### src/rtl/core/bmp24_stream_deframer_top_macros.svh
// Assertion helpers shared by the deframer RTL.
`ifndef BMP24_STREAM_DEFRAMER_TOP_MACROS_SVH
`define BMP24_STREAM_DEFRAMER_TOP_MACROS_SVH

// Same-cycle implication, disabled while in reset.
`define BMP_ASSERT_IMP(lbl, ante, cons, msg) \
    lbl: assert property (@(posedge clk) disable iff (!rst_n) (ante) |-> (cons)) \
        else $error(msg);

// Next-cycle implication, disabled while in reset.
`define BMP_ASSERT_NXT(lbl, ante, cons, msg) \
    lbl: assert property (@(posedge clk) disable iff (!rst_n) (ante) |=> (cons)) \
        else $error(msg);

`endif

### src/rtl/core/bmp24sd_pkg.sv
package bmp24sd_pkg;

    localparam int MAX_WIDTH  = 4096;
    localparam int MAX_HEIGHT = 4096;

    // width/height registers must hold the maximum itself
    localparam int DIM_W = $clog2(MAX_WIDTH + 1);
    localparam int HGT_W = $clog2(MAX_HEIGHT + 1);

    localparam logic [7:0] MAGIC_B = 8'h42;
    localparam logic [7:0] MAGIC_M = 8'h4D;

    localparam logic [1:0] KIND_PIXEL     = 2'd0;
    localparam logic [1:0] KIND_BAD_MAGIC = 2'd1;
    localparam logic [1:0] KIND_BAD_GEOM  = 2'd2;

    typedef struct packed {
        logic [1:0]  kind;
        logic [7:0]  red;
        logic [7:0]  green;
        logic [7:0]  blue;
        logic [11:0] column;
        logic [11:0] row;
        logic        top_down;
        logic        last_pixel;
    } bmp24sd_res_t;

endpackage

### src/rtl/core/bmp24_stream_deframer_top.sv
// 24-bit BMP byte-stream deframer. One file byte enters per item on the s_ side
// (s_tuser high marks byte 0 of a new file and restarts the parse); the header
// magic, data offset, width and height are checked, bytes up to the data
// offset are skipped, and every blue-green-red triple leaves as one pixel item
// on the m_ side tagged with column and row, m_tlast on the image's final pixel.
// Row padding of (width mod 4) bytes is dropped. A header error gives a single
// item with m_tuser set to the error kind and zero data, after which bytes are
// dropped until the next file start; bytes after the last pixel are dropped too.
// Throughput is one byte per clock while s_tready is high: each byte costs a single
// pass through the parser logic into the output buffer. This two-entry buffer keeps
// s_tready high while one result waits on a stalled m_ side; a second one drops it.
`include "bmp24_stream_deframer_top_macros.svh"

module bmp24_stream_deframer_top
    import bmp24sd_pkg::*;
(
    input  logic        clk,
    input  logic        rst_n,
    input  logic        s_tvalid,
    output logic        s_tready,
    input  logic [7:0]  s_tdata,   // [7:0] byte_value
    input  logic        s_tuser,   // [0] file_start
    output logic        m_tvalid,
    input  logic        m_tready,
    output logic [55:0] m_tdata,   // red, green, blue, column, row, top_down, zero fill
    output logic [1:0]  m_tuser,   // [1:0] kind
    output logic        m_tlast    // last_pixel
);

    localparam logic [2:0] PH_HEADER = 3'd0;
    localparam logic [2:0] PH_SKIP   = 3'd1;
    localparam logic [2:0] PH_PIXEL  = 3'd2;
    localparam logic [2:0] PH_PAD    = 3'd3;
    localparam logic [2:0] PH_DONE   = 3'd4;
    localparam logic [2:0] PH_ERROR  = 3'd5;

    localparam logic [30:0] POS_OFFSET_END = 31'd13;
    localparam logic [30:0] POS_WIDTH_END  = 31'd21;
    localparam logic [30:0] POS_HEIGHT_END = 31'd25;
    localparam logic [30:0] HDR_LEN        = 31'd26;

    logic [2:0]       phase_reg, phase_next;
    logic [30:0]      pos_reg, pos_next;
    logic [23:0]      shift_reg, shift_next;
    logic [30:0]      offset_reg, offset_next;
    logic [DIM_W-1:0] width_reg, width_next;
    logic [HGT_W-1:0] height_reg, height_next;
    logic             neg_reg, neg_next;
    logic [11:0]      col_reg, col_next;
    logic [11:0]      row_reg, row_next;
    logic [1:0]       comp_reg, comp_next;
    logic [7:0]       blue_reg, blue_next;
    logic [7:0]       green_reg, green_next;
    logic [1:0]       pad_reg, pad_next;

    bmp24sd_res_t out_reg, skid_reg, res;
    logic         out_valid_reg, skid_valid_reg;
    logic         res_valid;
    logic         accept;

    // current state as seen by this byte (file start restarts the parse)
    logic [2:0]  cur_phase;
    logic [30:0] cur_pos;
    logic [23:0] cur_shift;
    logic [11:0] cur_col;
    logic [11:0] cur_row;
    logic [1:0]  cur_comp;

    logic [31:0]      field;
    logic [31:0]      mag;
    logic [30:0]      pos_inc;
    logic             col_end;
    logic             row_end;

    assign s_tready = !skid_valid_reg;
    assign accept   = s_tvalid && s_tready;

    assign cur_phase = s_tuser ? PH_HEADER : phase_reg;
    assign cur_pos   = s_tuser ? 31'd0 : pos_reg;
    assign cur_shift = s_tuser ? 24'd0 : shift_reg;
    assign cur_col   = s_tuser ? 12'd0 : col_reg;
    assign cur_row   = s_tuser ? 12'd0 : row_reg;
    assign cur_comp  = s_tuser ? 2'd0 : comp_reg;

    // only the upper three bytes of the field survive to the next byte
    assign field   = {s_tdata, cur_shift};
    assign mag     = field[31] ? (32'd0 - field) : field;
    assign pos_inc = cur_pos + 31'd1;
    assign col_end = ({1'b0, cur_col} + 13'd1) == DIM_W'(width_reg);
    assign row_end = ({1'b0, cur_row} + 13'd1) == HGT_W'(height_reg);

    always_comb
    begin
        phase_next  = phase_reg;
        pos_next    = pos_reg;
        shift_next  = shift_reg;
        offset_next = offset_reg;
        width_next  = width_reg;
        height_next = height_reg;
        neg_next    = neg_reg;
        col_next    = col_reg;
        row_next    = row_reg;
        comp_next   = comp_reg;
        blue_next   = blue_reg;
        green_next  = green_reg;
        pad_next    = pad_reg;
        res         = '0;
        res_valid   = 1'b0;

        if (accept)
        begin
            phase_next = cur_phase;
            pos_next   = cur_pos;
            shift_next = cur_shift;
            col_next   = cur_col;
            row_next   = cur_row;
            comp_next  = cur_comp;

            case (cur_phase)
                PH_HEADER:
                begin
                    if ((cur_pos == 31'd0 && s_tdata != MAGIC_B) ||
                        (cur_pos == 31'd1 && s_tdata != MAGIC_M))
                    begin
                        res_valid  = 1'b1;
                        res.kind   = KIND_BAD_MAGIC;
                        phase_next = PH_ERROR;
                    end
                    else
                    begin
                        shift_next = field[31:8];
                        pos_next   = pos_inc;
                        if (cur_pos == POS_OFFSET_END)
                        begin
                            offset_next = field[30:0];
                            if (field[31] || field < 32'd26)
                            begin
                                res_valid  = 1'b1;
                                res.kind   = KIND_BAD_GEOM;
                                phase_next = PH_ERROR;
                            end
                        end
                        else if (cur_pos == POS_WIDTH_END)
                        begin
                            if (field[31] || field == 32'd0 || field > 32'(MAX_WIDTH))
                            begin
                                res_valid  = 1'b1;
                                res.kind   = KIND_BAD_GEOM;
                                phase_next = PH_ERROR;
                            end
                            else
                            begin
                                width_next = field[DIM_W-1:0];
                            end
                        end
                        else if (cur_pos == POS_HEIGHT_END)
                        begin
                            if (mag == 32'd0 || mag > 32'(MAX_HEIGHT))
                            begin
                                res_valid  = 1'b1;
                                res.kind   = KIND_BAD_GEOM;
                                phase_next = PH_ERROR;
                            end
                            else
                            begin
                                height_next = mag[HGT_W-1:0];
                                neg_next    = field[31];
                                pos_next    = HDR_LEN;
                                phase_next  = (offset_reg == HDR_LEN) ? PH_PIXEL : PH_SKIP;
                            end
                        end
                    end
                end

                PH_SKIP:
                begin
                    pos_next = pos_inc;
                    if (pos_inc == offset_reg)
                    begin
                        phase_next = PH_PIXEL;
                    end
                end

                PH_PIXEL:
                begin
                    if (cur_comp == 2'd0)
                    begin
                        blue_next = s_tdata;
                        comp_next = 2'd1;
                    end
                    else if (cur_comp == 2'd1)
                    begin
                        green_next = s_tdata;
                        comp_next  = 2'd2;
                    end
                    else
                    begin
                        comp_next      = 2'd0;
                        res_valid      = 1'b1;
                        res.kind       = KIND_PIXEL;
                        res.red        = s_tdata;
                        res.green      = green_reg;
                        res.blue       = blue_reg;
                        res.column     = cur_col;
                        res.row        = cur_row;
                        res.top_down   = neg_reg;
                        res.last_pixel = col_end && row_end;
                        if (col_end && row_end)
                        begin
                            phase_next = PH_DONE;
                        end
                        else if (col_end)
                        begin
                            col_next = 12'd0;
                            row_next = cur_row + 12'd1;
                            pad_next = width_reg[1:0];
                            if (width_reg[1:0] != 2'd0)
                            begin
                                phase_next = PH_PAD;
                            end
                        end
                        else
                        begin
                            col_next = cur_col + 12'd1;
                        end
                    end
                end

                PH_PAD:
                begin
                    pad_next = pad_reg - 2'd1;
                    if (pad_reg == 2'd1)
                    begin
                        phase_next = PH_PIXEL;
                    end
                end

                default:
                begin
                    // done or error: drop bytes until the next file start
                end
            endcase
        end
    end

    always_ff @(posedge clk or negedge rst_n)
    begin
        if (!rst_n)
        begin
            phase_reg  <= PH_HEADER;
            pos_reg    <= '0;
            shift_reg  <= '0;
            offset_reg <= '0;
            width_reg  <= '0;
            height_reg <= '0;
            neg_reg    <= 1'b0;
            col_reg    <= '0;
            row_reg    <= '0;
            comp_reg   <= '0;
            blue_reg   <= '0;
            green_reg  <= '0;
            pad_reg    <= '0;
        end
        else
        begin
            phase_reg  <= phase_next;
            pos_reg    <= pos_next;
            shift_reg  <= shift_next;
            offset_reg <= offset_next;
            width_reg  <= width_next;
            height_reg <= height_next;
            neg_reg    <= neg_next;
            col_reg    <= col_next;
            row_reg    <= row_next;
            comp_reg   <= comp_next;
            blue_reg   <= blue_next;
            green_reg  <= green_next;
            pad_reg    <= pad_next;
        end
    end

    // output register plus one skid entry; skid only fills while output stalls
    always_ff @(posedge clk or negedge rst_n)
    begin
        if (!rst_n)
        begin
            out_valid_reg  <= 1'b0;
            skid_valid_reg <= 1'b0;
        end
        else if (!out_valid_reg || m_tready)
        begin
            if (skid_valid_reg)
            begin
                out_valid_reg  <= 1'b1;
                skid_valid_reg <= 1'b0;
            end
            else
            begin
                out_valid_reg <= res_valid;
            end
        end
        else if (res_valid)
        begin
            skid_valid_reg <= 1'b1;
        end
    end

    always_ff @(posedge clk)
    begin
        if (!out_valid_reg || m_tready)
        begin
            out_reg <= skid_valid_reg ? skid_reg : res;
        end
        else if (res_valid)
        begin
            skid_reg <= res;
        end
    end

    assign m_tvalid = out_valid_reg;
    assign m_tuser  = out_reg.kind;
    assign m_tlast  = out_reg.last_pixel;
    assign m_tdata  = {7'd0, out_reg.top_down, out_reg.row, out_reg.column,
                       out_reg.blue, out_reg.green, out_reg.red};

    `BMP_ASSERT_IMP(a_skid_behind_out, skid_valid_reg, out_valid_reg,
        "skid entry holds an item while output register is empty")
    `BMP_ASSERT_IMP(a_error_zero_data, m_tvalid && m_tuser != KIND_PIXEL,
        m_tdata == 56'd0 && !m_tlast, "error item carries nonzero data")
    `BMP_ASSERT_IMP(a_pad_nonzero, phase_reg == PH_PAD, pad_reg != 2'd0,
        "padding phase with no padding bytes left")
    `BMP_ASSERT_NXT(a_stall_fills_skid, out_valid_reg && !m_tready && res_valid,
        skid_valid_reg && !s_tready, "result lost while output stalled")

endmodule

### config.mk
export PLATFORM = sky130hd
export DESIGN_NAME = bmp24_stream_deframer_top
export DESIGN_NICKNAME = d
export VERILOG_FILES = /design/src/rtl/core/bmp24sd_pkg.sv /design/src/rtl/core/bmp24_stream_deframer_top.sv
export VERILOG_INCLUDE_DIRS = /design/src /design/src/rtl/core
export SDC_FILE = /design/constraint.sdc
export NUM_CORES = 1
export LEC_CHECK = 0
export ABC_AREA = 1
export BUFFER_PORTS_ARGS = -buffer_cell sky130_fd_sc_hd__buf_2
export CELL_PAD_IN_SITES_DETAIL_PLACEMENT = 0
export CELL_PAD_IN_SITES_GLOBAL_PLACEMENT = 2
export CORE_MARGIN = 10
export CORE_UTILIZATION = 37
export DETAILED_ROUTE_END_ITERATION = 8
export GPL_ROUTABILITY_DRIVEN = 0
export PLACE_DENSITY = 0.88
export SLEW_MARGIN = 10
export SYNTH_ARGS = -nofsm -noshare
export SYNTH_HDL_FRONTEND = slang
export SYNTH_SLANG_ARGS = --single-unit
export TNS_END_PERCENT = 5
### constraint.sdc
create_clock -name clk -period 5.95 [get_ports clk]
set_input_delay 0.595 -clock clk [delete_from_list [all_inputs] [get_ports clk]]
set_output_delay 0.595 -clock clk [all_outputs]
set_load 0.1 [all_outputs]
==> results.md, run 1 <==
- At the pin with the least slew margin, the transition time is 1.076 ns.
- The register clock-pin slew on the reported worst setup and hold paths is 0.06 ns.
- The all-layer global routing usage is 0.1967.
- In the global route stage, met2 resource usage came out at 0.2916.
- The die covers 51480 µm².
- The largest voltage drop on the vdd net is 0.0002055 V.
- The via count of the first global-routing pass is 13670.
- After routing the design area is 17800 µm².
- The initial utilization of the core area, before any placement, comes to 0.3759.
- The number of failing hold endpoints at the final stage was 0.
- Measured along the y axis, the die boundary spans 226.9 µm.
- The count of boundary I/O pins is 74.
- The final HPWL from detailed placement is 36350 µm.
- Timing would allow up to 240.4 MHz.
- Leaving out fill and tap cells, the most frequent cell in the layout is sky130_fd_sc_hd__nand2_1.
- In the layout the commonest cells are 571 x sky130_fd_sc_hd__nand2_1, 251 x sky130_fd_sc_hd__nor2_1, 238 x sky130_fd_sc_hd__o21ai_0.
- Buffers inserted to repair hold after CTS numbered 0.
- The register with the most flip-flops in the layout has 52 of them.
- Traced cell by cell, the critical path runs through buf_2 -> inv_4 -> nand2_1 -> nand2_1 -> inv_1 -> nand2_1 -> inv_1 -> nand2_1 -> nand2_1 -> nand2_1 -> nand2_1 -> nor3_1 -> nand3_1 -> nand2_1 -> inv_1 -> nand3_1 -> nand3_1 -> a21oi_1 -> nand2_1 -> a21oi_4 -> buf_12.
- The data arrival time of the worst path is 4.38 ns.
- Headroom to the max-slew limit came out at 0.2827.
- In this run, synthesis produced a sequential element count of 266.
- The global-route congestion overflow total is 0.
- For this run, design rule violations remaining after detail routing come to 0.
- The pin count of the biggest net entering global routing is 106.
- For met3 alone, demand over resource in global routing was 0.03178.
- The highest-delay cell along the critical path is sky130_fd_sc_hd__a21oi_4.
- In this run the worst path has a maximum fanout of 38.
- The area added between synthesis and finish is 12.40%.
- Leaving out filler cells and counting taps, the final layout contains 2721.
- The cell area after placement is 16600 µm².
- The total power density per cell area is 382.2 nW/µm².
- The tool flagged a number of max-cap violations equal to 0.
- The detailed router finished its first iteration with 1386 violations.
- The share of total power dissipated in the clock network is 0.319.
- The length of the first detailed-routing pass in iterations is 5.
- The routed via count is 14280.
- The number of different library cells used by synthesis comes to 58.
- The number of diodes added for antenna fixing is 0.
- The clock passes through at most 3 buffers.
- The total count of max-transition violations in the final report is 0.
- The worst stage delay on the critical path is 0.54 ns.
- The initial antenna violation count was 0.
- STA puts the critical path data required time at 6.17 ns.
- The number of H-tree branching levels is 2.
- The final setup TNS is 0 ns.
- The analysis attributes to cell leakage a power of 8.111 nW.
- The buffers inserted during post-CTS setup optimization is 0.
- Of the synthesized area, sequential elements account for 0.4532.
- For met1 alone, demand over resource in global routing was 0.2836.
- Once detail routing completed, the nets flagged for antenna violations numbered 0.
- Of the total power, the share spent switching nets is 0.4071.
- The die is 226.9 µm wide.
- The cell-internal power is 4.034 mW.
- The register share of total power is 0.350.
- The layout cell share with drive strength beyond 1 is 0.1045.
- The floorplan row count is 75.
- In this design, the critical path's most frequently occurring cell is sky130_fd_sc_hd__nand2_1.
- The busiest metal layer after global routing is met2.
- STA classifies the critical path endpoint as a register.
- The startpoint type of the worst setup path is an input port.
- The number of buffers and inverters on the critical path is 6.
- The library cell used as clock root buffer is sky130_fd_sc_hd__clkbuf_16.
- Dividing the detail-routed via count by the number of cells gives 5.247.
- Dividing the detail-routed wire length by the instance count gives 18.62 µm.
- The setup clock skew after layout is 0.03393 ns.
- Setup repair after global routing left no endpoint under its margin.
- The share of total power dissipated in combinational logic is 0.330.
- In this run, synthesis inferred 104 flip-flops with an integrated enable.
- The latest clock arrival within the worst-skew pair is 0.56 ns.
- In this run the power spent charging and discharging nets is 2.769 mW.
- Counting I/O delays and the setup requirement, the final critical path takes 4.159 ns.
- The cell class contributing the biggest share of worst-path delay is simple AND/OR/NAND/NOR gates.
- The number of setup violations in the final report is 0.
- The share of synthesized flip-flops with an asynchronous set or reset is 0.6090.
- The post-placement cell count is 2658.
- The CTS tree is built.
- The flow ran to the end, and the final reports show no timing, DRC or antenna violations.
- The count of nets after finishing is 2176.
- The tightest min-delay check is of the input port to asynchronous set/reset pin type.
- The floorplan core area is 42130 µm².
- For this run, the number of Yosys warnings is 0.
- The count of buffers inserted at the top-level ports is 66.
- The number of clock buffers added by TritonCTS is 35.
- The flip-flop cell with the highest count after synthesis is sky130_fd_sc_hd__dfrtp_1.
- The mean instance size in the synthesized netlist is 7.495 µm².
- The filler cell count is 4330.
- Dividing the final minimum period by the clock period gives 0.6990.
- The worst setup slack after layout is 1.791 ns.
- Counting every sink on the clock net gives 266.
- The wire length of the first global-routing pass is 78890 µm.
- The classification of the worst setup path is input port to register.
- The area of the mapped netlist is 15840 µm².
- Timing analysis after detailed placement gives a worst setup slack of 1.235 ns.
- The overall routed net length is 50660 µm.
- The number of gates given a new drive strength after cts is 0.
- The cell count after synthesis came out at 2113.
[through the flow]
stage | total power, mW | hold WS [ns] | util
global route | 7.184 | 0.2851 | 0.4225
finish | 6.803 | 0.2261 | 0.4225
CTS | 6.851 | 0.2546 | 0.4225
global placement | 4.624 | 0.4672 | 0.3941
detailed placement | 4.641 | 0.4661 | 0.3941
floorplan | 4.027 | 0.2994 | -
[layout make-up]
cell class | count | area [µm²] | area share
tap | 539 | 674.4 | 0.03788
inverter | 231 | 869.6 | 0.04885
sequential | 266 | 7177 | 0.4031
multi-input combinational | 1536 | 7385 | 0.4148
timing repair buffer | 86 | 499.2 | 0.02804
clock buffer | 51 | 1027 | 0.05770
clock inverter | 12 | 170.2 | 0.009559
[worst paths after layout]
path                            depth (start not counted)         start             end  slack [ns]
max in group asynchronous                               2         rst_n      row_reg[1]        4.31
min in group clk                                        4      m_tready  skid_valid_reg        0.35
worst min-delay path                                    1         rst_n     pos_reg[14]        0.23
worst max register to register                         18    pos_reg[0]    skid_reg[36]        2.07
worst min register to register                          2  green_reg[3]    green_reg[3]        0.48
worst max-delay path                                   21       s_tuser    skid_reg[36]        1.79
[routing by layer]
metal	vias to the layer above	wire, µm
li1	7001	-
met2	453	21610
met4	0	1272
met3	83	3573
met1	6740	24200
met5	-	0
[kinds of logic after synthesis]
| family | Yosys count | synth area share |
|---|---|---|
| buffers and inverters | 317 | 0.08366 |
| other | 1 | 0.0002368 |
| AND/OR/NAND/NOR | 1070 | 0.2902 |
| flip-flops | 266 | 0.4532 |
| adder cells (fa/ha/maj) | 7 | 0.005530 |
| XOR/XNOR | 49 | 0.02757 |
| multiplexers | 12 | 0.008849 |
| AO/OA/AOI/OAI | 391 | 0.1308 |
[synth_stat cells, types with 12 or more instances]
library cell,count,area [µm²]
sky130_fd_sc_hd__nand2_1,573,2151
sky130_fd_sc_hd__nor2_1,251,942.2
sky130_fd_sc_hd__o21ai_0,238,1191
sky130_fd_sc_hd__inv_1,221,829.6
sky130_fd_sc_hd__dfrtp_1,162,4054
sky130_fd_sc_hd__nand3_1,121,605.6
sky130_fd_sc_hd__edfxtp_1,104,3123
sky130_fd_sc_hd__a21oi_1,89,445.4
sky130_fd_sc_hd__clkbuf_1,56,210.2
sky130_fd_sc_hd__xor2_1,27,236.5
sky130_fd_sc_hd__nand4_1,21,131.4
sky130_fd_sc_hd__o21ai_1,21,105.1
sky130_fd_sc_hd__xnor2_1,21,183.9
sky130_fd_sc_hd__nor3_1,19,95.09
sky130_fd_sc_hd__nor2_2,17,106.4
sky130_fd_sc_hd__nor4_1,13,81.33
sky130_fd_sc_hd__nand2_2,12,75.07
[power by group through the flow]
stage | clock network (mW) | registers [mW] | logic [mW]
final | 2.17 | 2.38 | 2.25
after global routing | 2.30 | 2.42 | 2.46
after CTS | 2.23 | 2.38 | 2.24
after detailed placement | 0 | 2.41 | 2.23
after global placement | 0 | 2.41 | 2.22
after floorplan | 0 | 2.82 | 1.20
No activity file was read; power rests on OpenSTA's default activity.
==> inputs of run 2 (changes only) <==
--- a/config.mk
+++ b/config.mk
@@ -11,10 +11,10 @@
 export CELL_PAD_IN_SITES_DETAIL_PLACEMENT = 0
 export CELL_PAD_IN_SITES_GLOBAL_PLACEMENT = 2
 export CORE_MARGIN = 10
-export CORE_UTILIZATION = 37
+export CORE_UTILIZATION = 33
 export DETAILED_ROUTE_END_ITERATION = 8
 export GPL_ROUTABILITY_DRIVEN = 0
-export PLACE_DENSITY = 0.88
+export PLACE_DENSITY = 0.83
 export SLEW_MARGIN = 10
 export SYNTH_ARGS = -nofsm -noshare
 export SYNTH_HDL_FRONTEND = slang
==> constraint.sdc (replaced) <==
create_clock -name clk -period 3.5 [get_ports clk]
set_input_delay 0.35 -clock clk [delete_from_list [all_inputs] [get_ports clk]]
set_output_delay 0.35 -clock clk [all_outputs]
set_load 0.1 [all_outputs]
==> run 2 against run 1 <==
Net effect:
- worst hold slack worse by 0.098 ns
- sequential share of layout area down 2.2 points
- critical endpoint is now skid_reg[40]
- register-to-register slack got worse by 1.8 ns
- highest routed layer unchanged
- critical path type is now register to register
- first-iteration DRC count fell by 14%
- cell area is 5.7% higher
- worst setup slack got worse by 1.5 ns
==> results.md, run 2 (synthesized netlist as in run 1, its figures left out) <==
- The worst setup path is of the register to register kind.
- In the final layout, the share of cells above drive strength 1 is 0.1510.
- The flip-flop count of the largest register after layout is 52.
- The width of the chip is 239.1 µm.
- The post-cts hold buffer count is 2.
- The length of the first detailed-routing pass in iterations is 5.
- For this run, the total global-route usage over all layers was measured as 0.1798.
- The register clock-pin slew on the reported worst setup and hold paths is 0.06 ns.
- After detailed routing, the number of vias per cell comes to 5.039.
- The initial antenna violation count is 0.
- The post-placement cell count is 2862.
- The number of buffers on the longest clock path is 3.
- The worst hold margin is 0.1276 ns.
- The CTS tree is built.
- Broken down by cell family, the worst path's largest delay share belongs to simple AND/OR/NAND/NOR gates.
- For this configuration, the core starts out at a cell density of 0.3331.
- The global-route congestion overflow total is 0.
- The die outline height is 239.1 µm.
- The worst setup path is captured at a register.
- The total count of max-transition violations in the final report is 0.
- The worst stage delay on the critical path is 0.40 ns.
- The total power density per cell area is 608.1 nW/µm².
- The via count of the first global-routing pass is 14230.
- The highest-delay cell along the critical path is sky130_fd_sc_hd__dfrtp_1.
- Leaving out fill and tap cells, the most frequent cells in the layout are 571 x sky130_fd_sc_hd__nand2_1, 251 x sky130_fd_sc_hd__nor2_1, 238 x sky130_fd_sc_hd__o21ai_0.
- After detailed routing, the total wire length is 51770 µm.
- The overall power of the completed layout is 11.44 mW.
- The first global-routing pass estimated 81720 µm of wire.
- The leading cell type in the layout, fill and taps excluded is sky130_fd_sc_hd__nand2_1.
- The buffers inserted during post-CTS setup optimization is 0.
- The repair_antennas step left the layout with diodes totalling 0.
- The fmax is 308.6 MHz.
- The count of buffers inserted at the top-level ports is 66.
- Among the stages of the critical path, the cell type that occurs most often is sky130_fd_sc_hd__nand2_1.
- The count of nets left with antenna violations once routing finished came out at 0.
- The number of buffers inserted during clock tree synthesis is 31.
- The worst path needs 3.241 ns of the cycle, external delays included.
- The share of the clock period used by the worst path is 0.9260.
- The worst-case IR drop observed on VDD is 0.0003541 V.
- The area enclosed by the die boundary is 57160 µm².
- STA classifies the critical path startpoint as a register.
- The final standard cell count with taps included and fillers excluded is 2920.
- The number of setup violations in the final report is 0.
- Counting both buffers and inverters, the worst setup path holds a total of 1.
- Summed over all cells, the static leakage comes to 8.680 nW.
- For the worst setup path, the data required time is 3.79 ns.
- Along the worst path, the maximum fanout reaches 12.
- The count of nets after finishing is 2302.
- In this run the standard cell core region covers 47550 µm².
- The area growth from synthesis to layout is 18.76%.
- The violation count after the first detailed-route iteration is 1194.
- The tightest min-delay check is of the input port to register type.
- For this run, design rule violations remaining after detail routing come to 0.
- Walking the worst path, the cells encountered are o21ai_0 -> nand2_1 -> nor2_2 -> nand2_1 -> o21ai_1 -> nand2_1 -> nand2_1 -> nand2_1 -> nand3_1 -> nor2_1 -> nand3_1 -> nand3_2 -> a21oi_2 -> nand2_1 -> a21oi_4 -> buf_4.
- 74 I/O pins were placed.
- The number of clock sinks is 266.
- In this run the number of H-tree levels came out at 1.
- In the final routed layout, each cell accounts on average for 17.73 µm.
- The run finished with clean final reports.
- The number of failing hold endpoints at the final stage was 0.
- The number of gates given a new drive strength after cts is 0.
- The pin count of the biggest net entering global routing is 75.
- The tree is rooted in a sky130_fd_sc_hd__clkbuf_16.
- The final HPWL from detailed placement is 39140 µm.
- In this run the tightest slew margin relative to its limit is 0.4711.
- The setup clock skew after layout is 0.02383 ns.
- The data arrival time of the worst path is 3.53 ns.
- For this block, the via count after detailed routing is 14710.
- The slew at the pin closest to its max-slew limit is 0.7933 ns.
- Setup repair after global routing left no endpoint under its margin.
- The floorplan has 80 rows.
- The latest clock arrival within the worst-skew pair is 0.60 ns.
- The number of max-cap violations is 0.
==> run 2: changes by cell type in the layout (fill, tap and decap cells not counted), sizes merged <==
cell	before	now
clkinv	6	10
buf	86	214
clkbuf	51	40
dlygate4sd3	0	2
==> run 2: power by group <==
group | leakage, nW | switching, mW | total (mW) | internal [mW]
Combinational | 4.85 | 3.01 | 4.14 | 1.13
Sequential | 3.35 | 0.351 | 4.07 | 3.72
Clock | 0.477 | 1.36 | 3.23 | 1.87
Total | 8.68 | 4.72 | 11.4 | 6.72
==> run 2: per-stage QoR <==
stage | utilization | setup WS [ns] | area [µm²] | setup TNS (ns)
floorplan | - | -1.798 | 15890 | -93.51
global placement | 0.3743 | -0.08433 | 17790 | -3.821
detailed placement | 0.3743 | -0.1031 | 17790 | -4.814
CTS | 0.3956 | 0.2915 | 18810 | 0
global route | 0.3956 | 0.03721 | 18810 | 0
finish | 0.3956 | 0.2591 | 18810 | 0
==> run 2: metal layers <==
layer,track usage,share of wire,wire [µm]
met1,0.2589,0.48,24910
met2,0.2790,0.44,22740
met3,0.02536,0.057,2974
met4,0.04110,0.022,1144
met5,0,0,0
==> run 2: cell type report <==
class                      instances  area [µm²]
clock buffer                      40       819.5
multi-input combinational       1536        7406
fill                            4922       28740
sequential                       266        7177
timing repair buffer             216        1593
clock inverter                    16       175.2
tap                              615       769.5
inverter                         231       869.6
==> run 2: final timing paths <==
kind | depth (start not counted) | from | to | slack (ns)
max in group asynchronous | 3 | rst_n | pos_reg[1] | 2.32
min in group asynchronous | 2 | rst_n | pos_reg[12] | 0.36
worst max-delay path | 16 | shift_reg[9] | skid_reg[40] | 0.26
worst max register to register | 16 | shift_reg[9] | skid_reg[40] | 0.26
worst min-delay path | 3 | s_tdata[3] | shift_reg[19] | 0.13
worst min register to register | 2 | blue_reg[4] | blue_reg[4] | 0.49
==> run 2: tightest hold or removal path: cells and delay by family <==
kind / cells / cell delay [ns]
buffers and inverters: 1 / 0.15
AOI/OAI and AO/OA: 2 / 0.17
==> inputs of run 3 (changes only) <==
--- a/config.mk
+++ b/config.mk
@@ -7,15 +7,15 @@
 export NUM_CORES = 1
 export LEC_CHECK = 0
 export ABC_AREA = 1
-export BUFFER_PORTS_ARGS = -buffer_cell sky130_fd_sc_hd__buf_2
 export CELL_PAD_IN_SITES_DETAIL_PLACEMENT = 0
 export CELL_PAD_IN_SITES_GLOBAL_PLACEMENT = 2
 export CORE_MARGIN = 10
-export CORE_UTILIZATION = 33
+export CORE_UTILIZATION = 34
 export DETAILED_ROUTE_END_ITERATION = 8
+export DONT_BUFFER_PORTS = 1
 export GPL_ROUTABILITY_DRIVEN = 0
 export PLACE_DENSITY = 0.83
-export SLEW_MARGIN = 10
+export SLEW_MARGIN = 30
 export SYNTH_ARGS = -nofsm -noshare
 export SYNTH_HDL_FRONTEND = slang
 export SYNTH_SLANG_ARGS = --single-unit
==> run 3 against run 2 <==
Net effect:
- the flow now finishes with violations (hold timing)
- largest cell class unchanged
- critical path type unchanged
- worst setup slack worse by 0.0029 ns
- cell area fell by 4.5%
- combinational power fell by 27%
- flip-flop and latch count unchanged
- critical path depth is 2 higher
- worst hold slack worse by 0.65 ns
- clock skew down 0.0096 ns
- highest routed layer unchanged
- sequential power is 19% higher
- sequential share of layout area grew 1.8 points
- routed wire length shrank 0.95%
- die area fell by 2.7%
- count of clock-buffer cells in the layout decreased by 7
==> results.md, run 3 (synthesized netlist as in run 1, its figures left out) <==
- The number of buffers and inverters on the critical path is 2.
- The highest-delay cell along the critical path is sky130_fd_sc_hd__dfrtp_1.
- The largest voltage drop on the vdd net is 0.0004272 V.
- Entering global routing, the biggest net connects 163 pins.
- The latest clock arrival within the worst-skew pair is 0.58 ns.
- The total count of max-transition violations in the final report is 0.
- The category of the worst setup path capture point is a register.
- Clock tree synthesis inserted a total of 31 buffers.
- In this run the worst path has a maximum fanout of 13.
- The register with the most flip-flops in the layout has 52 of them.
- The cell area after placement is 16710 µm².
- The leading cell type in the layout, fill and taps excluded is sky130_fd_sc_hd__nand2_1.
- The via count of the first global-routing pass is 13560.
- For the pin with the worst max-slew slack, the measured transition is 0.9165 ns.
- The required time of the critical path is 3.78 ns.
- During placement, the flow inserted port buffers numbering 0.
- The final period demand of the worst path is 3.244 ns.
- The die is 235.8 µm wide.
- The wire length of the first global-routing pass is 79670 µm.
- The DRC violation count after routing is 0.
- The tightest min-delay check is of the input port to asynchronous set/reset pin type.
- The worst stage delay on the critical path is 0.40 ns.
- The die outline height is 235.8 µm.
- The overall routed net length is 51270 µm.
- Detailed placement ended at an HPWL of 36790 µm.
- In the final routed layout, each cell accounts on average for 18.47 µm.
- The overall power of the completed layout is 11.21 mW.
- In the global route stage, overall resource usage came out at 0.1779.
- In the layout the commonest cells are 570 x sky130_fd_sc_hd__nand2_1, 250 x sky130_fd_sc_hd__nor2_1, 238 x sky130_fd_sc_hd__o21ai_0.
- Dividing the final minimum period by the clock period gives 0.9268.
- The initial antenna violation count is 0.
- The global-route congestion overflow total is 0.
- The number of setup violations in the final report is 0.
- Compared with the post-synthesis result, the final layout area differs by 13.45%.
- Counting every sink on the clock net gives 266.
- Broken down by cell family, the worst path's largest delay share belongs to simple AND/OR/NAND/NOR gates.
- The leakage power of the design is 8.000 nW.
- The number of hold buffers added after CTS was 10.
- The violation count after the first detailed-route iteration is 1423.
- The setup clock skew after layout is 0.01418 ns.
- The number of antenna diodes in the final layout is 0.
- The startpoint type of the worst setup path is a register.
- The CTS tree is built.
- The library cell used as clock root buffer is sky130_fd_sc_hd__clkbuf_16.
- The pre-CTS worst setup slack is 0.1098 ns.
- The detailed-route vias per instance is 5.122.
- The number of failing hold endpoints at the final stage is 162.
- The layout cell share with drive strength beyond 1 is 0.09912.
- The filler cell count is 4826.
- The area enclosed by the die boundary is 55610 µm².
- The clock passes through at most 3 buffers.
- Derived from the worst setup path, the maximum achievable clock frequency is 308.3 MHz.
- The pre-antenna-repair detailed-routing pass consisted of 5 iterations.
- For this design the top-level I/O count stands at 74.
- Traced cell by cell, the critical path runs through nand2_4 -> ha_2 -> nand3_2 -> nor2_4 -> nand4_1 -> nand2_1 -> nand2_1 -> nand2_1 -> nor2_1 -> nand2_1 -> nor2_1 -> nand3_1 -> nand3_2 -> a21oi_2 -> nand2_2 -> a21oi_4 -> buf_12 -> buf_6.
- CTS built an H-tree with a depth of 1.
- Headroom to the max-slew limit came out at 0.3903.
- The worst hold margin is -0.5232 ns.
- The total area inside the core boundary comes to 46260 µm².
- Once routing completed, OpenROAD measured the worst setup slack at 0.2562 ns.
- The critical path is of the register to register type.
- The flow ran to the end, but the final reports show violations.
- For this design the ratio of total power to cell area is 624.1 nW/µm².
- The tool flagged a number of max-cap violations equal to 0.
- For this configuration, the core starts out at a cell density of 0.3424.
- In the final design database the tool counted 2164 nets.
- The detail route stage leaves a number of antenna-violating nets equal to 0.
- The data arrival time of the worst path is 3.53 ns.
- The floorplan row count is 79.
- Across all layers, the routed design uses 14220 vias.
- After clock tree synthesis, the clock-pin slew on the worst setup and hold paths is 0.06 ns.
- Summing all non-filler instances in the final layout gives an area of 17970 µm².
- The checks that failed: hold timing.
- The most numerous cell on the critical path is sky130_fd_sc_hd__nand2_1.
run 3: final timing paths:
kind / from / to / slack (ns) / cells after the start
min: rst_n / col_reg[4] / -0.52 / 0
min in group clk: s_tdata[7] / neg_reg / 0.05 / 2
max reg2reg: shift_reg[0] / skid_reg[23] / 0.26 / 18
max in group asynchronous: rst_n / shift_reg[5] / 3.66 / 0
max: shift_reg[0] / skid_reg[23] / 0.26 / 18
min reg2reg: green_reg[2] / green_reg[2] / 0.48 / 2
run 3: worst register-to-register path: stages, from the launching register on:
cell and delay (ns):
sky130_fd_sc_hd__dfrtp_1 0.40, sky130_fd_sc_hd__nand2_4 0.15, sky130_fd_sc_hd__ha_2 0.23, sky130_fd_sc_hd__nand3_2 0.12, sky130_fd_sc_hd__nor2_4 0.21, sky130_fd_sc_hd__nand4_1 0.25
sky130_fd_sc_hd__nand2_1 0.18, sky130_fd_sc_hd__nand2_1 0.07, sky130_fd_sc_hd__nand2_1 0.06, sky130_fd_sc_hd__nor2_1 0.06, sky130_fd_sc_hd__nand2_1 0.07, sky130_fd_sc_hd__nor2_1 0.05
sky130_fd_sc_hd__nand3_1 0.12, sky130_fd_sc_hd__nand3_2 0.13, sky130_fd_sc_hd__a21oi_2 0.22, sky130_fd_sc_hd__nand2_2 0.11, sky130_fd_sc_hd__a21oi_4 0.17, sky130_fd_sc_hd__buf_12 0.14
sky130_fd_sc_hd__buf_6 0.18
run 3: routing by layer:
metal / global-route usage / vias up / routed length [µm]
met5: 0 / - / 0
met4: 0.04002 / 0 / 972
met3: 0.02673 / 67 / 3355
met2: 0.2787 / 449 / 22950
met1: 0.2531 / 6734 / 24000
li1: - / 6969 / -
run 3: repair_timing:
action / CTS / global route
setup buffers: 0 / 1
setup endpoints to repair: 0 / 52
resized for setup: 0 / 4
endpoints found under the hold margin: 172 / 162
run 3: layout make-up:
cell class	instances	area [µm²]	area share
clock inverters	25	261.5	0.01455
flip-flops and latches	266	7177	0.3994
repair buffers	78	699.4	0.03893
well taps	607	759.5	0.04227
clock buffers	33	783.3	0.04359
inverters	231	869.6	0.04840
multi-input cells	1536	7417	0.4128
run 3: power breakdown:
part           total, mW  internal, mW  switching, mW
combinational       3.03         0.910           2.12
sequential          4.85          3.73           1.12
clock               3.33          1.94           1.40
total               11.2          6.57           4.64
run 3: stage by stage:
stage | cells | utilization | hold slack (ns) | setup TNS, ns
finish | 2776 | 0.3884 | -0.5232 | 0
CTS | 2771 | 0.3860 | -0.5535 | 0
global placement | 2703 | 0.3612 | 0.06622 | 0
detailed placement | 2703 | 0.3612 | 0.06799 | 0
global route | 2776 | 0.3884 | -0.5501 | -1.526
floorplan | 2119 | - | 0.05441 | -93.51
